==> src/sv/tie_pkg.sv <==
// ----------------------------------------------------------------------------
// tie_pkg
// Shared types and constants of the toy ISA execute unit: operation codes,
// the decoded instruction record and the execute result record.
// ----------------------------------------------------------------------------
package tie_pkg;

  localparam int DATA_W   = 32;
  localparam int PC_W     = 10;
  localparam int MODE_W   = 4;
  localparam int DEST_W   = 10;
  localparam int TARGET_W = 11;

  typedef enum logic [MODE_W-1:0] {
    OP_ADD   = 4'd0,
    OP_NEG   = 4'd1,
    OP_MUL   = 4'd2,
    OP_JMP   = 4'd3,
    OP_JMP0  = 4'd4,
    OP_ASS   = 4'd5,
    OP_LE    = 4'd6,
    OP_READ  = 4'd7,
    OP_WRITE = 4'd8,
    OP_HALT  = 4'd9
  } op_t;

  // decoded instruction as held between accept and execute
  typedef struct packed {
    logic [MODE_W-1:0]   mode;
    logic [DATA_W-1:0]   src_a;
    logic                src_a_is_addr;
    logic [DATA_W-1:0]   src_b;
    logic                src_b_is_addr;
    logic [TARGET_W-1:0] jump_target;
    logic [DATA_W-1:0]   read_value;
  } instr_t;

  // outcome of one executed instruction
  typedef struct packed {
    logic [DATA_W-1:0] value;
    logic [PC_W-1:0]   next_pc;
    logic              show_valid;
    logic [DATA_W-1:0] show_index;
    logic              halted;
    logic              store_en;
  } exec_t;

endpackage

==> src/sv/tie_alu.sv <==
// ----------------------------------------------------------------------------
// tie_alu
// Execute logic: operation, next program counter, halt and store enable
// for one instruction given its resolved operands.
// ----------------------------------------------------------------------------
module tie_alu
  import tie_pkg::*;
(
  input  instr_t            instr,
  input  logic [DATA_W-1:0] opnd_a,
  input  logic [DATA_W-1:0] opnd_b,
  input  logic [PC_W-1:0]   pc,
  input  logic              halt_flag,
  output exec_t             ex
);

  logic [DATA_W-1:0]   product;
  logic [PC_W-1:0]     jump_pc;
  logic [PC_W-1:0]     inc_pc;

  // low word of the product only
  assign product = opnd_a * opnd_b;
  // one-based line to zero-based counter, wrapping
  assign jump_pc = instr.jump_target[PC_W-1:0] - PC_W'(1);
  assign inc_pc  = pc + PC_W'(1);

  always_comb begin
    ex.value      = '0;
    ex.next_pc    = inc_pc;
    ex.show_valid = 1'b0;
    ex.show_index = '0;
    ex.halted     = halt_flag;
    ex.store_en   = 1'b0;
    if (halt_flag) begin
      ex.next_pc = pc;
    end else begin
      unique case (instr.mode)
        OP_ADD: begin
          ex.value    = opnd_a + opnd_b;
          ex.store_en = 1'b1;
        end
        OP_NEG: begin
          ex.value    = '0 - opnd_a;
          ex.store_en = 1'b1;
        end
        OP_MUL: begin
          ex.value    = product;
          ex.store_en = 1'b1;
        end
        OP_JMP: begin
          ex.next_pc = jump_pc;
        end
        OP_JMP0: begin
          if (opnd_a == '0) begin
            ex.next_pc = jump_pc;
          end
        end
        OP_ASS: begin
          ex.value    = opnd_a;
          ex.store_en = 1'b1;
        end
        OP_LE: begin
          ex.value    = {{(DATA_W-1){1'b0}}, ($signed(opnd_a) <= $signed(opnd_b))};
          ex.store_en = 1'b1;
        end
        OP_READ: begin
          ex.value    = instr.read_value;
          ex.store_en = 1'b1;
        end
        OP_WRITE: begin
          ex.value      = opnd_a;
          ex.show_valid = 1'b1;
          ex.show_index = instr.src_a;
        end
        OP_HALT: begin
          ex.halted  = 1'b1;
          ex.next_pc = pc;
        end
        default: begin
        end
      endcase
    end
  end

endmodule

==> config.mk <==
export PLATFORM = sky130hd
export DESIGN_NAME = tie_alu
export DESIGN_NICKNAME = d
export VERILOG_FILES = /design/src/sv/tie_pkg.sv /design/src/sv/tie_alu.sv
export SDC_FILE = /design/constraint.sdc
export NUM_CORES = 1
export LEC_CHECK = 0
export ABC_AREA = 1
export BUFFER_PORTS_ARGS = -buffer_cell sky130_fd_sc_hd__clkbuf_2
export CAP_MARGIN = 20
export CORE_ASPECT_RATIO = 1.75
export CORE_MARGIN = 5
export CORE_UTILIZATION = 58
export DETAILED_ROUTE_END_ITERATION = 7
export PLACE_DENSITY = 0.8
export SLEW_MARGIN = 20
export SYNTH_ARGS = -nofsm -noshare
export SYNTH_HDL_FRONTEND = slang
export SYNTH_SLANG_ARGS = --single-unit
==> constraint.sdc <==
create_clock -name vclk -period 17.7
set_input_delay 5.31 -clock vclk [all_inputs]
set_output_delay 5.31 -clock vclk [all_outputs]
set_load 0.01 [all_outputs]
==> results of run 1 <==
-- path summary, 6_finish.rpt --
check,to,slack [ns],depth (start not counted)
max,ex[76],0.29,26
min,ex[19],10.89,4
-- area by class of cell --
cell class / count / area [um2]
Inverter: 946 / 3550
Timing Repair Buffer: 340 / 2090
Antenna cell: 3 / 7.51
Fill cell: 3473 / 13800
Multi-Input combinational cell: 2246 / 18100
Tap cell: 485 / 607
-- routing by layer --
layer | GRT usage | share of wire | vias up
li1 | - | - | 10200
met1 | 0.384 | 0.31 | 10600
met2 | 0.680 | 0.51 | 1188
met3 | 0.0597 | 0.078 | 412
met4 | 0.276 | 0.097 | 2
met5 | 0 | 0.00016 | -
-- worst min-delay path, delay by kind of cell --
| family | cells | cell delay (ns) |
|---|---|---|
| buffers and inverters | 2 | 0.19 |
| and+or+nand+nor | 2 | 0.08 |
-- metrics by stage --
stage / setup slack (ns) / cell area [um2]
2_1_floorplan: 0.765 / 22200
3_3_place_gp: 0.205 / 24300
3_5_place_dp: 0.130 / 24300
4_1_cts: 0.118 / 24300
5_1_grt: 0.00535 / 24400
6_report: 0.290 / 24400
-- layout by cell type (no fill, tap or decap), types with 4 or more instances in the layout --
cell,Yosys,routed
nand4_1,19,19
ha_1,189,188
a221oi_1,4,4
nor2_1,195,193
o21ai_1,9,9
a21oi_1,143,142
nand3b_1,10,10
a22oi_1,28,28
fa_1,409,409
inv_1,937,937
nor4_1,14,14
xnor2_1,10,10
inv_2,6,6
nand2_1,833,833
buf_2,27,4
o21a_1,5,5
or2_2,5,5
nand3_1,118,117
buf_4,0,102
xor2_1,22,22
clkbuf_4,0,7
buf_12,0,8
clkbuf_2,2,219
o22ai_1,4,4
o21ai_0,102,102
nor3_1,35,33
a21o_1,9,9
o221ai_1,4,4
a31oi_1,19,19
o21bai_1,11,11
nand3_2,3,4
a41oi_1,7,7
-- logic make-up after synthesis --
group,Yosys count
xor+xnor,32
fa+ha+maj,598
compound gates,365
buf+inv,1090
simple gates,1251
==> key figures, run 1 <==
Run status
  – Outcome: finished, final reports clean

Critical path
  – Crit path max-delay family: adder cells
  – Crit Path Max Fanout: 4
  – Crit path kind: input port to output port
  – Nature of the critical path startpoint: input port
  – Slowest cell on crit path: fa_1
  – Required time worst endpoint: 12.39 ns
  – CP peak stage delay: 0.58 ns
  – Crit. Startpoint: opnd_a[13]
  – WP data arrival: 12.10 ns
  – Worst setup EP type: output port
  – Worst path bufs/invs: 7
  – Critical Path Most Common Cell: fa_1

Detailed routing
  – WL/cell: ~20 um
  – Drt drc: 0
  – First drt pass iteration count: 5
  – Vias: 22400
  – Vias per inst: around 5.6
  – Total routed wirelength: between 70 and 80 mm
  – Post-route ant nets: 0
  – DRT iter0 DRCs: 1544

Floorplan
  – Die X: 158 um
  – Initial Util: 0.583
  – # IOs: 265
  – Core Footprint: 38200 um2
  – Die area: 42500 um2
  – Height of the die: 269 um
  – Cell Rows: 95

Clocking
  – CTS resizes: 0
  – # Post-CTS Setup Buffers: 0
  – CTS Hold Buffers Added: 0

Logic synthesis
  – Library cells used by synthesis: between 50 and 60
  – Post-Syn Nets: about 4000
  – Yosys top cell by area: fa_1
  – Synth area leaders: fa_1 37%, inv_1 16%, nand2_1 14%
  – Mux contribution to synthesized area: 0
  – Synth Warn #: 0
  – Syn Inst Count: 3336
  – Simple-gate portion of the synthesized area: 0.232
  – Most instantiated library cell after synthesis: inv_1
  – Adder-cell area share of the yosys netlist: 0.475
  – Synth top cells by count: 937 x inv_1, 833 x nand2_1, 409 x fa_1
  – Synthesized cell area: 22200 um2
  – Post-synth top area share: 0.368
  – Post-synthesis xor/xnor area fraction: 0.0126
  – Mean Syn Cell Area: 6.67 um2
  – Main combinational cell family by area after synthesis: adder cells
  – Compound-Gate Fraction of Synth Area: 0.0950
  – Sequential fraction of the synthesis area: 0

Finish
  – Area Overhead vs Synth: 9.67%
  – Nets: about 4300
  – Seq cells: 0
  – Layout cells sized above 1: 0.107
  – Finished Layout Cells: 4020
  – CLK BUF: 0
  – Fin util: 0.639
  – Register area: 0 um2

Place
  – Hpwl dp: 67.8 mm
  – IO Port Bufs: 230
  – Placer congestion estimate: 1.07
  – Placed instance count: 4017

STA
  – Final setup violation count: 0
  – Min cycle time layout: between 15 and 20 ns
  – Setup TNS: 0 ns
  – Final period util: 0.984
  – RSZ-0062 raised after global routing: false
  – Worst Tran Pin Value: 1.15 ns
  – Maximum clock rate: about 57 MHz
  – Fin Hold WS: 10.89 ns
  – Final hold violations: 0
  – Pins over their slew limit: 0
  – Slew margin rel.: 0.228

Global route
  – Pin count of the biggest net entering global routing: 82
  – GRT Total Usage: 0.375
  – Vias in the first global route: 23600
  – Grt ovf: 0
  – Global-route wire length before repair: 123 mm
  – Initial antenna violation count: 4

Hold path
  – Min-delay worst type: input port to output port
  – HP Start: instr[94]

Job
  – Max-cap check violation count: 0
Power of run 1 is left out: the tool's default activity adds up to more than one toggle a clock period on the data nets, which glitch-free logic cannot reach.
==> run 2: changes to the inputs <==
--- a/config.mk
+++ b/config.mk
@@ -6,13 +6,13 @@
 export NUM_CORES = 1
 export LEC_CHECK = 0
 export ABC_AREA = 1
-export BUFFER_PORTS_ARGS = -buffer_cell sky130_fd_sc_hd__clkbuf_2
 export CAP_MARGIN = 20
 export CORE_ASPECT_RATIO = 1.75
 export CORE_MARGIN = 5
-export CORE_UTILIZATION = 58
+export CORE_UTILIZATION = 55
 export DETAILED_ROUTE_END_ITERATION = 7
-export PLACE_DENSITY = 0.8
+export DONT_BUFFER_PORTS = 1
+export PLACE_DENSITY = 0.71
 export SLEW_MARGIN = 20
 export SYNTH_ARGS = -nofsm -noshare
 export SYNTH_HDL_FRONTEND = slang
==> key figures, run 2 (same netlist as run 1, synthesis figures left out) <==
Run status
  – Outcome: finished, final reports clean

STA
  – Min cycle time layout: ~17 ns
  – Worst Tran Pin Value: around 1.1 ns
  – Pins over their slew limit: 0
  – Slew margin rel.: 0.231
  – Final setup violation count: 0
  – Maximum clock rate: 57.9 MHz
  – Setup TNS: 0 ns
  – RSZ-0062 raised after global routing: false
  – Final hold violations: 0
  – Final period util: 0.975

Finish
  – Fillers: 3977
  – N_diodes: 0
  – Commonest non-fill, non-tap cells in the layout: 937 x inv_1, 833 x nand2_1, 409 x fa_1
  – Commonest non-fill, non-tap cell in the layout: inv_1
  – Seq cells: 0
  – Area of the multi-input gates: between 15000 and 20000 um2
  – Area Overhead vs Synth: 0.270%
  – Layout cells sized above 1: 0.0110
  – Register area: 0 um2
  – CLK BUF: 0
  – Nets: 3983

Place
  – Hpwl dp: between 60 and 70 mm
  – Placer congestion estimate: 1.01
  – IO Port Bufs: 0

Floorplan
  – Die X: roughly 160 um
  – Core Footprint: 40100 um2
  – Cell Rows: between 90 and 100
  – Initial Util: 0.555
  – # IOs: 265
  – Die area: 44700 um2
  – Height of the die: 276 um

Critical path
  – WP data arrival: 11.95 ns
  – Nature of the critical path startpoint: input port
  – Required time worst endpoint: 12.39 ns
  – Worst setup EP type: output port
  – Crit Path Max Fanout: 24
  – Crit path kind: input port to output port

Hold path
  – Min-delay worst type: input port to output port

Detailed routing
  – Post-route ant nets: 0
  – Vias per inst: 5.69
  – Drt drc: 0
  – First drt pass iteration count: 8
  – WL/cell: 21.0 um
  – DRT iter0 DRCs: around 1400
  – Total routed wirelength: 77.4 mm
  – Vias: 21000

Clocking
  – # Post-CTS Setup Buffers: 0
  – CTS resizes: 0
  – CTS Hold Buffers Added: 0

Global route
  – Initial antenna violation count: 0
  – GRT Total Usage: 0.347
  – Grt ovf: 0
  – Global-route wire length before repair: 121 mm
  – Pin count of the biggest net entering global routing: 82
  – Vias in the first global route: 22500

Job
  – Max-cap check violation count: 0
## run 2: worst paths after layout
path  startpoint  endpoint  slack [ns]  cells past startpoint
max   opnd_a[13]    ex[74]        0.44                     22
min    halt_flag    ex[69]       10.68                      1
## run 2: worst max-delay path, stage by stage
cell and delay [ns]:
ha_1 0.31, fa_1 0.49, fa_1 0.52, inv_1 0.07, fa_1 0.49, fa_1 0.52
inv_1 0.06, fa_1 0.57, fa_1 0.43, fa_1 0.57, fa_1 0.47, ha_1 0.41
nand2_1 0.12, nor4_1 0.46, nand3_1 0.13, nand3_1 0.20, a21o_1 0.16, nand2_1 0.05
nand2_1 0.05, nor2_1 0.07, nor3_1 0.30, nor2_1 0.14
## run 2: cell type report
class | count | area share
multi-input cells | 2246 | 0.812
well taps | 495 | 0.0278
inverters | 946 | 0.159
repair buffers | 3 | 0.00101
## run 2: stage by stage
| step | setup WS [ns] | cell area [um2] | cells | utilization | hold slack [ns] |
|---|---|---|---|---|---|
| floorplan | 0.765 | 22200 | 3336 | - | 10.72 |
| global placement | 0.457 | 22300 | 3690 | 0.557 | 10.68 |
| detailed placement | 0.458 | 22300 | 3690 | 0.557 | 10.68 |
| CTS | 0.424 | 22300 | 3690 | 0.557 | 10.68 |
| global route | 0.161 | 22300 | 3690 | 0.557 | 10.68 |
| finish | 0.441 | 22300 | 3690 | 0.557 | 10.68 |
## run 2: per-layer routing
layer / routed length [um] / global-route usage / vias to the layer above
met3: 5870 / 0.0528 / 283
met2: 41300 / 0.656 / 1031
met5: 0 / 0 / -
li1: - / - / 9547
met4: 5400 / 0.185 / 0
met1: 24900 / 0.362 / 10200
Power of run 2 is left out for the same reason.
